### config.mk
export PLATFORM = sky130hd
export DESIGN_NAME = ffpa_ram
export DESIGN_NICKNAME = d
export VERILOG_FILES = /design/src/hdl/first_fit_page_allocator_core_defines.svh /design/src/hdl/ffpa_ram.sv
export SDC_FILE = /design/constraint.sdc
export NUM_CORES = 1
export LEC_CHECK = 0
export ABC_AREA = 0
export BUFFER_PORTS_ARGS = -buffer_cell sky130_fd_sc_hd__buf_2
export CORE_MARGIN = 3
export CORE_UTILIZATION = 35
export DETAILED_ROUTE_END_ITERATION = 16
export HOLD_SLACK_MARGIN = 0.15
export MAX_ROUTING_LAYER = met4
export SETUP_SLACK_MARGIN = 0.02
export SKIP_LAST_GASP = 1
export SYNTH_ARGS = -nofsm -noshare
export SYNTH_HDL_FRONTEND = slang
export SYNTH_SLANG_ARGS = --single-unit
### constraint.sdc
create_clock -name aclk -period 2.1 [get_ports aclk]
set_clock_uncertainty 0.2 [all_clocks]
set_input_delay 0 -clock aclk [delete_from_list [all_inputs] [get_ports aclk]]
set_output_delay 0 -clock aclk [all_outputs]
set_load 0.01 [all_outputs]
### src/hdl/first_fit_page_allocator_core_defines.svh
// ============================================================================
// first_fit_page_allocator_core_defines.svh
// Assertion macros for the first-fit page allocator.
// ============================================================================
`ifndef FIRST_FIT_PAGE_ALLOCATOR_CORE_DEFINES_SVH
`define FIRST_FIT_PAGE_ALLOCATOR_CORE_DEFINES_SVH

`ifndef SYNTH

// Check a property on aclk, masked while aresetn is low
`define FFPA_ASSERT(label, prop, msg) \
    label: assert property (@(posedge aclk) disable iff (!aresetn) prop) \
        else $error(msg);

// Check a property on aclk, also during reset
`define FFPA_ASSERT_ALWAYS(label, prop, msg) \
    label: assert property (@(posedge aclk) prop) \
        else $error(msg);

`else

`define FFPA_ASSERT(label, prop, msg)
`define FFPA_ASSERT_ALWAYS(label, prop, msg)

`endif

`endif

### src/hdl/ffpa_ram.sv
// ============================================================================
// ffpa_ram
// Generic simple dual-port RAM: one write port, one read port, registered read.
// ============================================================================
module ffpa_ram #(
    parameter int DATA_W = 8,
    parameter int DEPTH  = 16
) (
    input  logic                     aclk,
    input  logic                     wr_en,
    input  logic [$clog2(DEPTH)-1:0] wr_addr,
    input  logic [DATA_W-1:0]        wr_data,
    input  logic [$clog2(DEPTH)-1:0] rd_addr,
    output logic [DATA_W-1:0]        rd_data
);

    logic [DATA_W-1:0] mem [DEPTH];
    logic [DATA_W-1:0] rd_data_reg;

    // Write and read; read data is registered
    always_ff @(posedge aclk) begin
        if (wr_en) begin
            mem[wr_addr] <= wr_data;
        end
        rd_data_reg <= mem[rd_addr];
    end

    assign rd_data = rd_data_reg;

endmodule

# After elaboration in Yosys (flattened, before gate mapping)

Memories as Yosys holds them, arrays and structs flattened. A register that Yosys moved wholly into a read port is not among the register bits.
Cells that the tools add are included.

Bits in writable memories: 128
Register bits after elaboration: 0
Input port bits: 18
Memories: 1

Memories:

| name | words | width | rd ports | clocked after Yosys merged registers in | write ports | line           | text |
|---|---|---|---|---|---|---|---|
| mem  | 16    | 8     | 1        | 1                                       | 1           | ffpa_ram.sv:17 | `logic [DATA_W-1:0] mem [DEPTH];` |

Multiplexer cells: 2

Operator list:

| kind             | count |
|---|---|
| 1-bit 2-to-1 mux | 2 |

# Longest topological paths before layout

Gate-level depths: netlist (run 1).

Depth in word-level cells: 2
Depth in mapped cells: 5
Depth with buffers taken out: 3

# Worst setup path after synthesis (run 1)

OpenSTA, ideal clock, no wires.

Path kind: input to register
Start: in wr_addr[2]
End: mem mem[0][0] (enable)
Cell stages on the path: 2
Arrival: 1110 ps
Data required time: 1517 ps
Path slack: 407 ps
Library setup time: 383 ps
Cells stage by stage: or3b_2 nor3_1

RTL lines:

| what               | line           | text |
|---|---|---|
| start: declaration | ffpa_ram.sv:11 | `input logic [$clog2(DEPTH)-1:0] wr_addr,` |
| end: declaration   | ffpa_ram.sv:17 |  |

No word-level cell before the write port.

==> impl_results.md, run 1 <==
- Result of the run: finished clean
- Sum of overflow across all layers after global routing: 0
- Clock buffer count from CTS: 17
- Parity-gate share of the synthesized area counting xor and xnor cells: 0%
- Area of the core: 14,100 sq um
- Clk sinks: 136
- Share of the synthesized area in the top cell type: 74.7%
- Critical Path End Type: register
- Setup violators final: 0
- Top cell type by total area after synthesis: edfxtp_1
- Maximum number of pins on one net before global-route repair: 23
- Hold Violations, Final: 0
- Proportion of layout cells with a drive suffix above 1: 29.0%
- Routed WL: 10.5 mm
- Mean instance size in the synthesized netlist: 22.5 sq um
- First-pass DRT Iterations: 4
- R2R cell count: 4
- Post-synthesis cell count: 229
- Most common cell in the synthesized netlist: edfxtp_1
- Count of nets after finishing: 329
- Net Count, Synth: 247
- Via count of the first global-routing pass: 2,731
- Count of H-tree levels built during CTS: 4
- I/O Buffers: 25
- Number of remaining DRC errors: 0
- Hold path cells: 5
- Antenna violations before repair: 0
- Leading cell types by count after synthesis: 128 x edfxtp_1, 18 x mux4_2, 16 x a22oi_1
- Library cell appearing most often on the critical path: dlygate4sd3_1
- Largest cells by area after synthesis: edfxtp_1 75%, mux4_2 7.9%, mux4_1 7.1%
- Starting utilization of the core area: 36.4%
- Critical Path AT: 2.15 ns
- Relative max-transition margin: 60.8%
- Minimum setup slack after placement: 0.378 ns
- WL/cell: 20.7 um
- Maximum clock frequency: 486 MHz
- CP cell instances: dlygate4sd3_1, buf_2, nor2_1, dlygate4sd3_1, buf_6, a22oi_2, nand2_1, dlygate4sd3_1
- Leakage Power: 2.22 nW
- Total power divided by cell area: 956 nW/um^2
- Cell at the root of the clock tree: clkbuf_16
- Kind of critical path: in -> reg
- Final cycle utilization of the critical path: 98.1%
- Combinational family with the most area after synthesis: multiplexers
- Vias per cell: 4.99
- Critical-path cell with the highest stage delay: dlygate4sd3_1
- Total standard cell area after synthesis: 5150 sq um
- Slew at the pin closest to its max-slew limit: 0.586 ns
- Required time of the critical path: 2.19 ns
- Reg2Reg Setup Slack: 0.10 ns
- Layout area overhead: 25.0%
- Clock-pin slew reported for the worst setup and hold paths after clock tree synthesis: 0.05 ns
- First-pass GRT wire length: 16.1 mm
- Flip-flop count of the largest register, all copies and words added: 128
- Synth cell types: 19
- Final Max Slew Viols: 0
- Origin of the worst min-delay path: rd_addr[0]
- HPWL Detailed: 6.36 mm
- Area share of fa/ha/maj cells after synthesis: 0%
- Full die area: 16,200 sq um
- Endpoint of the lowest-slack register-to-register path: rd_data[3]
- Vias after detailed routing: 2,517
- Leading register cell type out of synthesis: edfxtp_1
- Hold WC Path Type: in -> reg
- Launch instance of the worst register-to-register path: mem[9][3]
- Longest individual stage delay on the worst path: 0.56 ns
- Floorplan row count: 43
- Largest fanout of any net on the critical path: 8
- Die width: 127 um
- Number of buffers on the longest clock path: 2
- Startpoint class of the critical path: input pin
- Final Critical Period: 2.06 ns
- Sum of negative setup slack: 0 ns
- Placer congestion estimate: 0.723
- Sequential area share after synthesis: 77.8%
- Post-synth EDFFs: 128
- Post-Synth Simple-Gate Area: 3.18%
- Antenna diodes: 0
- PnR worst setup slack: 0.0409 ns
- #FFs+latches synth: 136
- Die boundary height: 127 um
- Number of max-cap violations: 0
- CTS tree: built
- Overall routing resource usage: 14.4%
- Complex-gate fraction of the synthesized area: 2.33%
- Violation count after the first detailed-route iteration: 191
- Synth warn: 0
- Number of routed nets with antenna violations: 0
- Proportion of synthesized area in mux cells: 15.0%
- I/O pin count: 26
- IR drop worst, VDD: 0.603 mV
- Clock latency reported for the late side of the worst-skew pair: 0.41 ns
- Async set or reset register ratio after synthesis: 0%
- Worst min-delay path endpoint: rd_data[6]
- Unrepaired setup endpoints after global routing: true
## stage by stage
stage          util, %  hold slack [ns]  instances  power [mW]  cell area, sq um
2_1_floorplan        -           -0.101        229        3.27              5150
3_3_place_gp      39.5            0.190        445        3.39              5590
3_5_place_dp      39.5            0.196        445        3.40              5590
4_1_cts           45.4            0.185        504        6.21              6420
5_1_grt           45.5            0.239        504        6.38              6430
6_report          45.5            0.190        504        6.15              6430
## cell usage in the layout (no fill, tap or decap), types with 2 or more instances in the layout
cell	count
edfxtp_1	128
dlygate4sd3_1	26
buf_2	25
mux4_2	18
buf_4	18
clkbuf_16	17
a22oi_1	15
mux4_1	14
nor2_1	13
nand2_1	9
dfxtp_1	8
clkinv_2	7
nor3_1	4
clkbuf_1	3
nand3b_1	2
nand2b_1	2
bufinv_16	2
buf_12	2
## how the worst max path moves through the flow
stage	start	endpoint	slack [ns]
after floorplan	wr_addr[2]	mem[0][0]	0.41
after global placement	rd_addr[0]	rd_data[2]	0.42
after detailed placement	rd_addr[0]	rd_data[2]	0.38
after CTS	rd_addr[3]	rd_data[3]	0.03
after global routing	rd_addr[3]	rd_data[3]	0.02
final	rd_addr[3]	rd_data[3]	0.04
## layout make-up
| class | instances | area (sq um) |
|---|---|---|
| multi-input cells | 83 | 1060 |
| clock buffers | 21 | 450 |
| fillers | 1199 | 7720 |
| repair buffers | 73 | 584 |
| clock inverters | 11 | 106 |
| flip-flops and latches | 136 | 4000 |
| well taps | 180 | 225 |
## layer usage
layer	global-route usage, %	part of all wire [%]	vias to the layer above
met5	-	0	-
met4	4.73	0.76	0
met3	4.52	7.6	4
met2	21.4	49	91
met1	19.1	43	1283
li1	-	-	1139
## cell families after synthesis
logic type             count (synthesis)
DFF                                  136
muxes                                 32
and+or+nand+nor                       35
AOI/OAI and AO/OA                     16
buffers and inverters                 10
## worst max-delay path: cells and delay by family
kind / cells / cell delay (ns)
simple gates: 2 / 0.10
buf+inv: 5 / 1.89
compound gates: 1 / 0.15
## report_power, final
group / switching, mW / internal [mW]
sequential: 0.0187 / 3.04
clock: 1.01 / 1.76
combinational: 0.171 / 0.158
total: 1.20 / 4.95
## what timing repair did
action	4_1_cts	5_1_grt
gates resized for setup	0	3
hold buffers	27	0
endpoints found under the setup margin	0	2
hold endpoints to repair	264	0
setup buffers	0	0
No activity file was read; power rests on OpenSTA's default activity.
==> run 2: changes to the inputs <==
Settings changed: PLACE_DENSITY from default to 0.46.
==> impl_results.md, run 2 (synthesis results as in run 1) <==
- Result of the run: finished clean
- WL/cell: 21.4 um (+3.2%)
- Slew at the pin closest to its max-slew limit: 0.545 ns (-0.0418 ns)
- Die boundary height: 127 um (unchanged)
- Number of routed nets with antenna violations: 0 (unchanged)
- Maximum clock frequency: 500 MHz (+2.9%)
- NetSw: 1.16 mW (-2.9%)
- Violation count after the first detailed-route iteration: 226 (+18%)
- Starting utilization of the core area: 36.4% (unchanged)
- Unrepaired setup endpoints after global routing: false
- Number of post-CTS setup repair buffers: 0 (unchanged)
- Portion of total power attributed to sequential cells: 49.3% (-0.4 points)
- Number of standard cells in the final layout excluding fillers: 500 (-0.79%)
- Number of max-cap violations: 0 (unchanged)
- Layout area overhead: 24.4%
- CP cell instances: dlygate4sd3_1, buf_2, nand2b_1, dlygate4sd3_1, nor2_2, buf_4
- Clock-pin slew reported for the worst setup and hold paths after clock tree synthesis: 0.05 ns (about the same)
- Setup violators final: 0 (unchanged)
- Number of remaining DRC errors: 0 (unchanged)
- I/O Buffers: 25 (unchanged)
- Number of buffers on the longest clock path: 2 (unchanged)
- Sum of negative setup slack: 0 ns (unchanged)
- Largest fanout of any net on the critical path: 7 (-1)
- Clock group share of total power: 45.4% (+0.4 points)
- Total power divided by cell area: 968 nW/um^2 (+1.3%)
- Startpoint class of the critical path: input pin
- Clk sinks: 136 (unchanged)
- I/O pin count: 26 (unchanged)
- Library cell appearing most often on the critical path: dlygate4sd3_1
- Hold Violations, Final: 0 (unchanged)
- Switching Fraction: 18.8% (-0.72 points)
- Clock latency reported for the late side of the worst-skew pair: 0.41 ns (about the same)
- Worst hold slack: 0.151 ns (-0.0393 ns)
- Full die area: 16,200 sq um (unchanged)
- Count of nets after finishing: 325 (-1.2%)
- Flip-flop count of the largest register, all copies and words added: 128 (unchanged)
- Relative max-transition margin: 63.7% (+2.9 points)
- Area of all placed cells without fillers: 6400 sq um (-0.49%)
- Critical Path End Type: register
- Final Critical Period: 2.00 ns (-0.0575 ns)
- Proportion of layout cells with a drive suffix above 1: 28.4% (-0.57 points)
- Longest individual stage delay on the worst path: 0.62 ns (+0.06 ns)
- Sum of overflow across all layers after global routing: 0 (unchanged)
- Critical-path cell with the highest stage delay: dlygate4sd3_1
- Most frequent cells in the layout: 128 x edfxtp_1, 25 x buf_2, 21 x dlygate4sd3_1
- Routed WL: 10.7 mm (+2.3%)
- Kind of critical path: in -> reg
- IR drop worst, VDD: 0.585 mV (-2.9%)
- First-pass GRT wire length: 16.5 mm (+2.3%)
- Critical Path AT: 1.93 ns (-0.22 ns)
- Hold WC Path Type: in -> reg
- Cell at the root of the clock tree: clkbuf_16
- Maximum number of pins on one net before global-route repair: 33 (+43%)
- Antenna violations before repair: 0 (unchanged)
- Vias after detailed routing: 2,472 (-1.8%)
- Overall routing resource usage: 14.9% (+0.44 points)
- Area of the core: 14,100 sq um (unchanged)
- Cell total after placement: 446 (+0.22%)
- Placer congestion estimate: 0.698 (-3.4%)
- First-pass DRT Iterations: 4 (unchanged)
- Clock buffer count from CTS: 17 (unchanged)
- Via count of the first global-routing pass: 2,727 (-0.15%)
- Final cycle utilization of the critical path: 95.3% (-2.7 points)
- Proportion of power drawn by combinational gates: 5.3% (about the same)
- Required time of the critical path: 2.03 ns (-0.16 ns)
- Internal portion of total power: 5.03 mW (+1.7%)
- Count of H-tree levels built during CTS: 4 (unchanged)
- Post-detailed-placement cell area: 5610 sq um (+0.36%)
- Die width: 127 um (unchanged)
- HPWL Detailed: 6.83 mm (+7.4%)
- Antenna diodes: 0 (unchanged)
- Commonest non-fill, non-tap cell in the layout: edfxtp_1
- CTS tree: built
- Final Max Slew Viols: 0 (unchanged)
- Floorplan row count: 43 (unchanged)
- Vias per cell: 4.94 (-1.0%)
- Leakage Power: 2.19 nW (-1.2%)
run 2: cell count changes in the layout (fill, tap and decap cells not counted), moves of 2 or more:
| cell | previous run | this run |
|---|---|---|
| dlygate4sd3_1 | 26 | 21 |
| clkbuf_8 | 1 | 3 |
| clkinv_2 | 7 | 1 |
| clkbuf_1 | 3 | 9 |
run 2: final timing paths:
check                   from    endpoint  slack, ns  depth (start not counted)
setup reg to reg   mem[1][3]  rd_data[3]       0.14                          4
hold reg to reg   mem[11][5]  rd_data[5]       0.47                          3
setup / recovery  wr_addr[0]   mem[2][5]        0.1                          6
hold / removal    rd_addr[0]  rd_data[5]       0.15                          5
run 2: final cells by class:
class | instances | area, sq um
repair buffers | 69 | 551
well taps | 180 | 225
flip-flops and latches | 136 | 4000
clock inverters | 3 | 65.1
fillers | 1211 | 7750
multi-input cells | 83 | 1060
clock buffers | 29 | 500
run 2: critical path: cells and delay by family:
kind | cells | cell delay, ns
buf+inv | 4 | 1.51
simple gates | 2 | 0.41
run 2: power by group through the flow:
stage,Sequential (mW),Clock [mW],Combinational [mW]
after CTS,3.05,2.89,0.339
after global placement,3.11,0,0.302
final,3.05,2.81,0.330
after floorplan,3.11,0,0.154
after global routing,3.06,3.00,0.364
after detailed placement,3.11,0,0.304
run 2: per-layer routing:
layer,vias up,share of wire [%],global-route usage [%]
met5,-,0,-
met4,0,1.2,5.87
met3,8,5.0,3.93
met2,62,51,23.9
met1,1273,43,18.1
li1,1129,-,-
run 2: through the flow:
| stage | worst slack (ns) | util, % | power [mW] |
|---|---|---|---|
| global route | 0.0291 | 45.2 | 6.43 |
| floorplan | 0.407 | - | 3.27 |
| finish | 0.0984 | 45.2 | 6.20 |
| CTS | 0.0554 | 45.2 | 6.28 |
| detailed placement | 0.427 | 39.7 | 3.41 |
| global placement | 0.423 | 39.7 | 3.41 |
run 2: repair_timing:
| item | CTS | global route |
|---|---|---|
| endpoints found under the hold margin | 264 | 2 |
| endpoints found under the setup margin | 0 | 10 |
| resized for setup | 0 | 3 |
| hold buffers | 22 | 1 |
